$ cat config.mk
export PLATFORM = sky130hd
export DESIGN_NAME = ped_ctrl
export DESIGN_NICKNAME = d
export VERILOG_FILES = /design/src/design/ped_pkg.sv /design/src/design/ped_ctrl.sv
export SDC_FILE = /design/constraint.sdc
export NUM_CORES = 1
export LEC_CHECK = 0
export BUFFER_PORTS_ARGS = -buffer_cell sky130_fd_sc_hd__clkbuf_2
export CAP_MARGIN = 20
export CORE_AREA = 4 4 41 43
export DETAILED_ROUTE_END_ITERATION = 12
export DIE_AREA = 0 0 45 47
export SYNTH_ARGS = -nofsm -noshare
export SYNTH_HDL_FRONTEND = slang
export SYNTH_SLANG_ARGS = --single-unit
$ cat constraint.sdc
create_clock -name clk -period 1.8 [get_ports clk]
set_clock_uncertainty 0.15 [all_clocks]
set_input_delay 0.27 -clock clk [delete_from_list [all_inputs] [get_ports clk]]
set_output_delay 0.27 -clock clk [all_outputs]
set_load 0.01 [all_outputs]
$ cat src/design/ped_pkg.sv
// Shared types and constants of the pheromone evaporate and deposit block.
package ped_pkg;

	localparam int LEVEL_W  = 24;
	localparam int RETAIN_W = 17;
	localparam int COST_W   = 24;
	localparam int NODE_W   = 7;
	localparam int COUNT_W  = 8;
	localparam int QUOT_W   = 17;
	localparam int PROD_W   = LEVEL_W + RETAIN_W;
	localparam int PADDR_W  = 4;
	localparam int PDATA_W  = 32;
	localparam int DIV_CNT_W = 5;
	localparam logic [DIV_CNT_W-1:0] DIV_STEPS = 5'd17;
	localparam logic [QUOT_W-1:0] DIV_DIVIDEND = 17'h10000;
	localparam logic [LEVEL_W-1:0] LEVEL_MAX = 24'hFFFFFF;

	localparam logic [1:0] FUNC_INIT    = 2'd0;
	localparam logic [1:0] FUNC_EVAP    = 2'd1;
	localparam logic [1:0] FUNC_DEPOSIT = 2'd2;
	localparam logic [1:0] FUNC_READ    = 2'd3;

	localparam logic [1:0] REG_NODE_COUNT    = 2'd0;
	localparam logic [1:0] REG_RETAIN_FACTOR = 2'd1;
	localparam logic [1:0] REG_LEVEL_FLOOR   = 2'd2;
	localparam logic [1:0] REG_LEVEL_CEILING = 2'd3;

	typedef struct packed {
		logic [COUNT_W-1:0]  node_count;
		logic [RETAIN_W-1:0] retain_factor;
		logic [LEVEL_W-1:0]  level_floor;
		logic [LEVEL_W-1:0]  level_ceiling;
	} ped_cfg_t;

	typedef struct packed {
		logic load;
		logic init_wr;
		logic ev_mul;
		logic ev_wr;
		logic rd_cap;
		logic dep_wr;
	} ped_cmd_t;

	typedef struct packed {
		logic [1:0] func;
		logic       empty;
		logic       bad;
		logic       last;
		logic       div_busy;
	} ped_stat_t;

endpackage

$ cat src/design/ped_ctrl.sv
// Controller state machine that sequences sweeps, reads and deposits.
module ped_ctrl (
	input  logic               clk,
	input  logic               arst_n,
	input  logic               start,
	input  ped_pkg::ped_stat_t stat,
	output ped_pkg::ped_cmd_t  cmd,
	output logic               busy,
	output logic               done
);

	import ped_pkg::*;

	localparam logic [3:0] S_IDLE    = 4'd0;
	localparam logic [3:0] S_DECODE  = 4'd1;
	localparam logic [3:0] S_INIT_WR = 4'd2;
	localparam logic [3:0] S_EV_RD   = 4'd3;
	localparam logic [3:0] S_EV_MUL  = 4'd4;
	localparam logic [3:0] S_EV_WR   = 4'd5;
	localparam logic [3:0] S_AD_RD   = 4'd6;
	localparam logic [3:0] S_AD_DATA = 4'd7;
	localparam logic [3:0] S_DONE    = 4'd8;

	logic [3:0] state_q;
	logic [3:0] state_d;

	always_comb begin
		state_d = state_q;
		cmd     = '0;
		unique case (state_q)
			S_IDLE: begin
				if (start) begin
					cmd.load = 1'b1;
					state_d  = S_DECODE;
				end
			end
			S_DECODE: begin
				if (stat.func == FUNC_INIT) begin
					state_d = stat.empty ? S_DONE : S_INIT_WR;
				end else if (stat.func == FUNC_EVAP) begin
					state_d = stat.empty ? S_DONE : S_EV_RD;
				end else begin
					state_d = stat.bad ? S_DONE : S_AD_RD;
				end
			end
			S_INIT_WR: begin
				cmd.init_wr = 1'b1;
				if (stat.last) begin
					state_d = S_DONE;
				end
			end
			S_EV_RD: begin
				state_d = S_EV_MUL;
			end
			S_EV_MUL: begin
				cmd.ev_mul = 1'b1;
				state_d    = S_EV_WR;
			end
			S_EV_WR: begin
				cmd.ev_wr = 1'b1;
				state_d   = stat.last ? S_DONE : S_EV_RD;
			end
			S_AD_RD: begin
				state_d = S_AD_DATA;
			end
			S_AD_DATA: begin
				if (stat.func == FUNC_READ) begin
					cmd.rd_cap = 1'b1;
					state_d    = S_DONE;
				end else if (!stat.div_busy) begin
					cmd.dep_wr = 1'b1;
					state_d    = S_DONE;
				end
			end
			S_DONE: begin
				state_d = S_IDLE;
			end
			default: begin
				state_d = S_IDLE;
			end
		endcase
	end

	always_ff @(posedge clk or negedge arst_n) begin
		if (!arst_n) begin
			state_q <= S_IDLE;
		end else begin
			state_q <= state_d;
		end
	end

	assign busy = (state_q != S_IDLE);
	assign done = (state_q == S_DONE);

endmodule

Word-level counts from Yosys, hierarchy flattened. Index checks and enable logic that the tools add are counted.

RAM bits: 0. Bits in latches: 0. Logic and storage cells: 38. Memories: 0. Bits of input ports: 9. Memory bits (read-only): 0. Flip-flop bits (word level): 4.

Shifts and indexed selects: 0. Mux-type cells: 20. Divide/modulo/power cells: 0. Equality and inequality tests: 13. Multipliers: 0. Reduce and logical (&&, ||, !) cells: 4. Order comparisons: 0. Bitwise logic cells: 0. Add/subtract/negate cells: 0.

Operator list (number): 2-to-1 mux 4 bit (10); one-hot mux 4 bit (8 select lines) (1); equality test 4 x 3 -> 1 bit, second input constant (4); equality test 4 x 2 -> 1 bit, second input constant (2); 2-to-1 mux 1 bit (8); equality test 4 x 1 -> 1 bit, second input constant (1); equality test 4 bit, second input constant (1); zero test 4 bit (1); != test 2 bit, second input constant (2); nonzero test 4 bit (1); != test 3 bit, second input constant (1); AND reduction 3 bit (1); equality test 2 x 1 -> 1 bit, second input constant (1); equality test 2 bit, second input constant (1); zero test 2 bit (1); 2-to-1 mux 2 bit (1).

Longest topological paths before layout. Gate-level depths: netlist of the first run.

Word-level depth: 4. Depth in mapped cells: 5.

Least setup slack after synthesis of the first run. OpenSTA, ideal clock, no wires.

Kind: register to output. From: reg state_q[1]. To: out cmd[3] (netlist name). Stages on the path, launching flop included: 3. Arrival: 1027 ps. Slack: 353 ps. Path buffers: 1. Cells stage by stage: dfrtp_1 > buf_6 > nor4b_1.

RTL lines: from (decl) (line ped_ctrl.sv:24) `logic [3:0] state_q;`; from (signal assigned) (line ped_ctrl.sv:88) `state_q <= state_d;`; to (decl) (line ped_ctrl.sv:7) `output ped_pkg::ped_cmd_t cmd,`.

==> results of run 1 <==
worst max-delay path: cells and delay by family (launching register included):
kind	cells	cell delay, ns
AO/OA/AOI/OAI	1	0.17
AND/OR/NAND/NOR	2	0.39
buffers and inverters	1	0.13
flip-flops	1	0.44
cells in the final DEF (no fill, tap or decap), types with 2 or more instances in the layout:
| cell | instances |
|---|---|
| buf_4 | 3 |
| inv_1 | 2 |
| dfrtp_2 | 3 |
| o21ai_1 | 2 |
| clkbuf_4 | 3 |
| nand2b_1 | 2 |
| nor2b_2 | 2 |
| nor2_2 | 2 |
| mux2i_1 | 2 |
| nor4b_1 | 2 |
| buf_2 | 2 |
| a21oi_1 | 3 |
| clkbuf_2 | 14 |
| nand2_1 | 7 |
| nor3_1 | 2 |
| nor2_1 | 4 |
path summary, 6_finish.rpt:
| kind | startpoint | to | slack, ns | cells past startpoint |
|---|---|---|---|---|
| setup / recovery | state_q[3]$_DFFE_PN0P_ | cmd[0] | 0.03 | 4 |
| hold / removal | stat[0] | state_q[3]$_DFFE_PN0P_ | 0.1 | 2 |
| setup reg to reg | state_q[2]$_DFFE_PN0P_ | state_q[1]$_DFFE_PN0P_ | 0.43 | 4 |
| hold reg to reg | state_q[3]$_DFFE_PN0P_ | state_q[2]$_DFFE_PN0P_ | 0.38 | 1 |
| max in group asynchronous | arst_n | state_q[3]$_DFFE_PN0P_ | 1.14 | 2 |
| min in group asynchronous | arst_n | state_q[2]$_DFFE_PN0P_ | 0.23 | 2 |
stage by stage:
| stage | instance area, sq um | hold slack (ns) | power [uW] |
|---|---|---|---|
| floorplan | 395 | -0.176 | 473 |
| global placement | 479 | -0.0722 | 556 |
| detailed placement | 479 | -0.0706 | 556 |
| CTS | 523 | 0.0782 | 680 |
| global route | 528 | 0.0840 | 745 |
| finish | 528 | 0.0985 | 671 |
cells in the mapped netlist (all sizes together):
cell type,number
o211ai,1
nand2,7
inv,2
nor2,6
a221oi,1
nor3,2
nor4b,2
a21o,1
a21oi,4
and3,1
nand2b,3
and4bb,1
nor2b,2
buf,3
nand4b,1
o22ai,1
o221ai,1
o21a,1
o21ai,2
mux2i,2
nor3b,1
dfrtp,4
metal layers:
layer / routed length, microns / up-vias / share of wire, % / track usage (%)
met3: 83 / 2 / 8.9 / 4.98
met2: 397 / 18 / 43 / 15.3
met5: 0 / - / 0 / 0
met1: 433 / 195 / 47 / 13.0
li1: - / 216 / - / -
met4: 16 / 0 / 1.7 / 7.02
logic make-up after synthesis:
family	synth area share, %
simple gates	38.0
compound gates	22.2
buf+inv	9.49
flops	25.3
mux	5.06
power breakdown:
group / leakage (uW) / internal [uW] / switching (uW)
combinational: 0.000192 / 184 / 193
clock: 0.0000138 / 74.5 / 35.3
sequential: 0.0000477 / 127 / 56.9
total: 0.000253 / 386 / 285
repair_timing:
action                                 CTS  global route
endpoints found under the hold margin    4             0
hold buffers                             1             0
buffers inserted                         1             0
setup endpoints to repair                1             2
gates resized for setup                  3             4
cell type report:
class	count	area (sq um)
Timing Repair Buffer	20	113
Clock buffer	3	22.5
Sequential cell	4	104
Inverter	2	7.51
Multi-Input combinational cell	40	263
Fill cell	159	773
Tap cell	15	18.8
==> impl_metrics.toml, run 1 <==
[run_status]
status = "finished, final reports clean"

[placed_design]
gp_congestion = 0.751
dp.cells = 79
dp_slack_ns = 0.195
io_buffers = 16
hpwl_microns = 721

[global_route]
grt_pass1_vias = 384
grt.total_usage_pct = 10.8
grt_antenna_before_repair = 0
overflow = 0
grt_pass1_wl_mm = 1.58
grt_max_degree = 13

[synth]
synth.distinct_cells = 27
ys_seq_area_share_pct = 25.3
avgSynthCellArea_sq_um = 8.07
synth_nets = 58
synthCells = 49
synthTopCellsByArea = "dfrtp_1 (25%), nand2_1 (6.6%), buf_6 (5.7%)"
ys_ff_latch = 4
syn_area_sq_um = 395
yosysTopAreaCell = "dfrtp_1"
synth_warnings = 0
yosys.area.top_type_share_pct = 25.3

[clock_tree]
htree_levels = 1
clk_latency_ns = 0.23
numCtsBuffers = 3
clock_sinks = 4
cts_root_buffer = "clkbuf_4"
tritoncts = "built"
clk_path_buf_depth = 2
path_clk_slew_ns = 0.04

[sta]
finalHoldViolations = 0
slew_viol_final = 0
setup_slack_ns = 0.0264
rsz0062_at_grt = "yes"
tightest_slew_ns = 0.281
finalSetupViolations = 0
tns_ns = 0
maxSlewHeadroom_pct = 81.0
finalCriticalPeriod_ns = 1.77
max_freq_mhz = 564
finalCritPeriodShare_pct = 98.5

[detailed_routing]
finalWirelength_microns = 930
drtIter0Drc = 6
drc = 0
drt_pre_antenna_iters = 4
wl_per_cell_microns = 11.1
viasPerCell = 5.13
drtAntennaViolNets = 0
vias = 431

[critical_path]
crit_fanout = 8
cp_cell_sequence = "nand4b_1, a21oi_2, nor2b_2, buf_2"
critical_path.max_stage_delay_ns = 0.44
cp_slowest_cell = "dfrtp_2"
critPathKind = "register to output pin"
end_kind = "output pin"
cp.required_ns = 1.38
worstSetupStartpointType = "register"
worst_ep_arrival_time_ns = 1.35

[floorplan]
pin_count = 17
die_y_microns = 47
start_util_pct = 30.4
rows = 13
die-area_sq_mm = 0.00212
core_sq_mm = 0.00130
die_w_microns = 45

[pwr]
power_leakage_uw = 0.000253
ir_worst_vdd_mv = 0.597
powerDensity_mw_per_mm2 = 1270

[run]
maxCapViolations = 0

[finish]
reg_top3 = "state_q x4"
diodes = 0
fin_cells = 84
regMostFlops = "state_q"
area_delta_synth_final_pct = 33.5
final_util_pct = 40.6
largest_register_ffs = 4
num-nets-final = 80
drive_gt1_share_pct = 49.3

[worst_hold_path]
hold_path.class = "input port to register"
Note: power is estimated with default switching activity, not from simulation.
==> inputs of run 2 (changes only) <==
- CORE_AREA: 4 4 41 43 -> 10 10 47 49
- DIE_AREA: 0 0 45 47 -> 0 0 57 59
==> run 2 against run 1 <==
  * Combinational power is 21% higher
  * Maximum frequency is 0.62% higher
  * Sequential cell count stayed put
  * Clock power is 4% higher
  * Setup slack better by 0.011 ns
  * Sequential share of layout area is 1.3 points lower
  * Count of clock-buffer cells in the layout stayed put
  * Sequential power is 4% lower
  * Core utilization is 0.31 points lower
  * Final cell count is 7.1% higher
  * Critical path type unchanged
  * Critical endpoint is now cmd[3]
==> impl_metrics.toml, run 2 (synthesized netlist as in run 1, its figures left out) <==
[clock_tree]
htree_levels = 1
numCtsBuffers = 3
cts_root_buffer = "clkbuf_4"
clk_path_buf_depth = 2
clock_sinks = 4
tritoncts = "built"
path_clk_slew_ns = 0.03
clk_latency_ns = 0.24

[critical_path]
cp.required_ns = 1.38
end_kind = "output pin"
r2r_cells = 4
timing.rr.end = "state_q[1]$_DFFE_PN0P_"
worst-r2r-setup-slack_ns = 0.32
worstSetupStartpointType = "register"
critPathBufInv = 2
crit_fanout = 4
setup.worst_path.start = "state_q[3]$_DFFE_PN0P_"
cp_cell_sequence = "buf_4, nor4b_1, clkbuf_2"
timing.rr.start = "state_q[1]$_DFFE_PN0P_"
critical_path.max_stage_delay_ns = 0.42
worst_ep_arrival_time_ns = 1.34
cp-endpoint = "cmd[3]"
critPathKind = "register to output pin"
cp_top_family = "flip-flops"
cp_slowest_cell = "dfrtp_2"
crit_cells = 3

[sta]
finalCriticalPeriod_ns = 1.76
slew_viol_final = 0
tightest_slew_ns = 0.312
finalSetupViolations = 0
rsz0062_at_grt = "yes"
finalHoldViolations = 0
finalCritPeriodShare_pct = 97.9
setup_slack_ns = 0.0373
max_freq_mhz = 567
maxSlewHeadroom_pct = 78.9
worst_hold_slack_ns = 0.0968

[floorplan]
pin_count = 17
die_w_microns = 57
core_sq_mm = 0.00140
die-area_sq_mm = 0.00336
rows = 14
die_y_microns = 59
start_util_pct = 28.2

[finish]
drive_gt1_share_pct = 51.4
final_cell_mix = "clkbuf_2 (15), buf_4 (8), nand2_1 (7)"
regMostFlops = "state_q"
diodes = 0
regArea_sq_um = 104
final_common_cell = "clkbuf_2"
final_util_pct = 40.3
area_delta_synth_final_pct = 42.7
num-nets-final = 85
multi_input_area_sq_um = 260
largest_register_ffs = 4
fill_cells = 159
reg_top3 = "state_q x4"

[pwr]
switching_share_pct = 41.9
p_sw_uw = 313
powerDensity_mw_per_mm2 = 1320
power_leakage_uw = 0.000280
p_clk_share_pct = 15.2
power_frac_comb_pct = 61.2
p_int_uw = 434
ir_worst_vdd_mv = 0.544
pwr-share-seq_pct = 23.5

[global_route]
grt_pass1_vias = 431
grt_pass1_wl_mm = 1.82
overflow = 0
grt.total_usage_pct = 6.89
grt_antenna_before_repair = 0
grt_max_degree = 13

[run_status]
status = "finished, final reports clean"

[run]
maxCapViolations = 0

[worst_hold_path]
hold_path_startpoint = "stat[0]"
hold_path.class = "input port to register"

[detailed_routing]
drt_pre_antenna_iters = 2
wl_per_cell_microns = 13.1
vias = 446
drc = 0
finalWirelength_mm = 1.18
drtAntennaViolNets = 0
drtIter0Drc = 4
viasPerCell = 4.96

[placed_design]
hpwl_microns = 868
dp_slack_ns = 0.214
io_buffers = 16
gp_congestion = 0.719
run 2: worst min path at each step:
| stage | cells after the start | to | slack, ns |
|---|---|---|---|
| 6_report | 2 | state_q[3]$_DFFE_PN0P_ | 0.1 |
| 5_1_grt | 2 | state_q[3]$_DFFE_PN0P_ | 0.12 |
| 4_1_cts | 2 | state_q[3]$_DFFE_PN0P_ | 0.07 |
| 3_5_place_dp | 1 | state_q[3]$_DFFE_PN0P_ | -0.07 |
| 3_3_place_gp | 1 | state_q[1]$_DFFE_PN0P_ | -0.07 |
| 2_1_floorplan | 0 | state_q[0]$_DFFE_PN0P_ | -0.18 |
run 2: cell type report:
class	instances	area share (%)
Clock buffer	3	3.99
Inverter	2	1.33
Multi-Input combinational cell	40	46.1
Sequential cell	4	18.4
Tap cell	16	3.55
Timing Repair Buffer	25	26.6
run 2: timing repair:
action | 4_1_cts | 5_1_grt
endpoints found under the hold margin | 4 | 0
gates resized for setup | 3 | 2
setup buffers | 0 | 7
gates cloned | 0 | 0
setup endpoints to repair | 1 | 1
hold buffers | 1 | 0
run 2: metal layers:
layer / part of all wire [%] / GRT usage, % / vias to the layer above
met4: 3.1 / 7.05 / 0
li1: - / - / 226
met5: 0 / 0 / -
met1: 44 / 7.66 / 201
met2: 46 / 9.61 / 15
met3: 6.5 / 2.58 / 4
run 2: power groups by stage:
stage | clock network [uW] | registers, uW | logic [uW]
CTS | 123 | 196 | 356
detailed placement | 0 | 192 | 353
floorplan | 0 | 152 | 321
global placement | 0 | 190 | 352
global route | 125 | 181 | 514
finish | 114 | 176 | 457
run 2: through the flow:
| stage | power (uW) | instance area [sq um] | setup TNS, ns | instances |
|---|---|---|---|---|
| after detailed placement | 544 | 473 | 0 | 79 |
| after global placement | 542 | 473 | 0 | 79 |
| final | 746 | 564 | 0 | 90 |
| after floorplan | 473 | 395 | 0 | 49 |
| after global routing | 819 | 564 | -0.0739 | 90 |
| after CTS | 675 | 509 | 0 | 83 |
run 2: worst register-to-register path, stage by stage, from the launching register on:
cell	delay (ns)
dfrtp_1	0.40
buf_4	0.19
nor2b_2	0.17
a221oi_2	0.26
o221ai_1	0.16
==> inputs of run 3 (changes only) <==
--- a/config.mk
+++ b/config.mk
@@ -9,4 +9,5 @@
 export CAP_MARGIN = 20
 export CORE_AREA = 10 10 47 49
+export CTS_BUF_LIST = sky130_fd_sc_hd__clkbuf_4
 export DETAILED_ROUTE_END_ITERATION = 12
 export DIE_AREA = 0 0 57 59
==> constraint.sdc (replaced) <==
create_clock -name clk -period 1.8 [get_ports clk]
set_clock_uncertainty 0.15 [all_clocks]
set_input_delay 0.36 -clock clk [delete_from_list [all_inputs] [get_ports clk]]
set_output_delay 0.36 -clock clk [all_outputs]
set_load 0.01 [all_outputs]
==> run 3 against run 2 <==
  * The flow now finishes with violations (setup timing)
  * Global-route usage is the same
  * First-iteration DRC count grew 25%
  * Count of clock-buffer cells in the layout is the same
  * Final area grew 0.67%
  * Core utilization grew 0.27 points
  * Sequential cell count is the same
  * Wire length shrank 2.5%
  * Sequential power is essentially flat
  * Clock power shrank 5%
  * Hold slack gained 0.12 ns
  * Highest routed layer unchanged
==> impl_metrics.toml, run 3 (synthesized netlist as in run 1, its figures left out) <==
[run_status]
status = "finished, violations left"
violations = "setup timing"

[sta]
rsz0062_at_grt = "yes"
finalCriticalPeriod_ns = 1.81
finalHoldViolations = 0
finalSetupViolations = 2
finalCritPeriodShare_pct = 100
max_freq_mhz = 553
tightest_slew_ns = 0.382
maxSlewHeadroom_pct = 74.2
slew_viol_final = 0
worst_hold_slack_ns = 0.216
setup_slack_ns = -0.00887

[critical_path]
critical_path.max_stage_delay_ns = 0.45
cp.required_ns = 1.29
crit_cells = 2
cp_slowest_cell = "dfrtp_2"
critPathBufInv = 1
critPathKind = "register to output pin"
timing.rr.end = "state_q[1]$_DFFE_PN0P_"
timing.rr.start = "state_q[2]$_DFFE_PN0P_"
worstSetupStartpointType = "register"
cp-endpoint = "cmd[3]"
r2r_cells = 5
setup.worst_path.start = "state_q[1]$_DFFE_PN0P_"
cp_top_family = "flip-flops"
end_kind = "output pin"
crit_fanout = 8
worst_ep_arrival_time_ns = 1.30
cp_cell_sequence = "nor4b_1, clkbuf_2"
worst-r2r-setup-slack_ns = 0.32

[detailed_routing]
drc = 0
viasPerCell = 5.01
finalWirelength_mm = 1.15
wl_per_cell_microns = 13.0
drt_pre_antenna_iters = 2
vias = 441
drtIter0Drc = 5
drtAntennaViolNets = 0

[finish]
drive_gt1_share_pct = 51.4
num-nets-final = 83
multi_input_area_sq_um = 274
reg_top3 = "state_q x4"
final_common_cell = "clkbuf_2"
final_util_pct = 40.5
regArea_sq_um = 103
largest_register_ffs = 4
final_cell_mix = "clkbuf_2 (14), nand2_1 (7), buf_4 (6)"
diodes = 0
regMostFlops = "state_q"
fill_cells = 159
area_delta_synth_final_pct = 43.7

[pwr]
ir_worst_vdd_mv = 0.689
power_leakage_uw = 0.000273
p_sw_uw = 306
powerDensity_mw_per_mm2 = 1250
p_clk_share_pct = 15.2
switching_share_pct = 43.1
pwr-share-seq_pct = 24.7
p_int_uw = 404
power_frac_comb_pct = 60.1

[floorplan]
die-area_sq_mm = 0.00336
die_w_microns = 57
start_util_pct = 28.2
rows = 14
core_sq_mm = 0.00140
die_y_microns = 59
pin_count = 17

[placed_design]
hpwl_microns = 915
io_buffers = 16
gp_congestion = 0.761

[global_route]
grt.total_usage_pct = 6.89
grt_pass1_vias = 451
grt_max_degree = 9
overflow = 0
grt_antenna_before_repair = 0
grt_pass1_wl_mm = 1.86

[clock_tree]
cts_root_buffer = "clkbuf_4"
clk_latency_ns = 0.23
numCtsBuffers = 3
clock_sinks = 4
htree_levels = 1
path_clk_slew_ns = 0.04
clk_path_buf_depth = 2
tritoncts = "built"

[worst_hold_path]
hold_path.class = "input port to register"

[run]
maxCapViolations = 0
run 3: cell types whose count changed in the layout (fill, tap and decap cells not counted):
cell | previous run | this run
buf_6 | 0 | 1
clkbuf_2 | 15 | 14
buf_4 | 8 | 6
nor2_2 | 1 | 2
nor4b_2 | 0 | 1
dfrtp_2 | 3 | 2
nor2b_2 | 2 | 1
nor4b_1 | 2 | 1
nor2b_4 | 0 | 1
nor2_1 | 5 | 4
dfrtp_1 | 1 | 2
run 3: power by group through the flow:
stage | clock (uW) | combinational, uW | sequential (uW)
CTS | 112 | 426 | 166
floorplan | 0 | 321 | 152
global placement | 0 | 405 | 168
finish | 108 | 427 | 176
detailed placement | 0 | 410 | 168
global route | 125 | 473 | 182
run 3: how the worst min path moves through the flow:
| stage | startpoint | to | slack (ns) | cells past startpoint |
|---|---|---|---|---|
| after detailed placement | arst_n | state_q[3]$_DFFE_PN0P_ | 0.02 | 1 |
| after floorplan | arst_n | state_q[0]$_DFFE_PN0P_ | -0.09 | 0 |
| after CTS | stat[0] | state_q[3]$_DFFE_PN0P_ | 0.18 | 2 |
| after global routing | stat[0] | state_q[3]$_DFFE_PN0P_ | 0.23 | 2 |
| final | stat[0] | state_q[3]$_DFFE_PN0P_ | 0.22 | 2 |
| after global placement | arst_n | state_q[0]$_DFFE_PN0P_ | 0.02 | 1 |
run 3: layout make-up:
cell class,count,share of cell area [%]
Clock buffer,3,3.96
Timing Repair Buffer,23,24.9
Sequential cell,4,18.1
Inverter,2,1.32
Multi-Input combinational cell,40,48.2
Tap cell,16,3.52
run 3: per-layer routing:
metal	wire length [microns]	up-vias	part of all wire, %	track usage, %
met1	519	197	45	7.42
li1	-	223	-	-
met3	76	4	6.6	3.86
met2	525	17	46	10.1
met5	0	-	0	0
met4	27	0	2.4	4.70
run 3: what timing repair did:
action,4_1_cts,5_1_grt
hold buffers,1,0
gates cloned,0,0
pin swaps,1,0
resized for setup,1,8
endpoints found under the setup margin,1,6
buffers inserted,3,0
endpoints found under the hold margin,4,0
run 3: stage by stage:
stage,cell area (sq um),setup WS [ns],instances,power [uW],TNS (ns)
final,568,-0.00887,88,711,-0.0114
after global routing,568,-0.0838,88,780,-0.272
after CTS,546,-0.0202,88,704,-0.0202
after detailed placement,488,0.182,81,578,0
after global placement,488,0.202,81,573,0
after floorplan,395,0.263,49,473,0
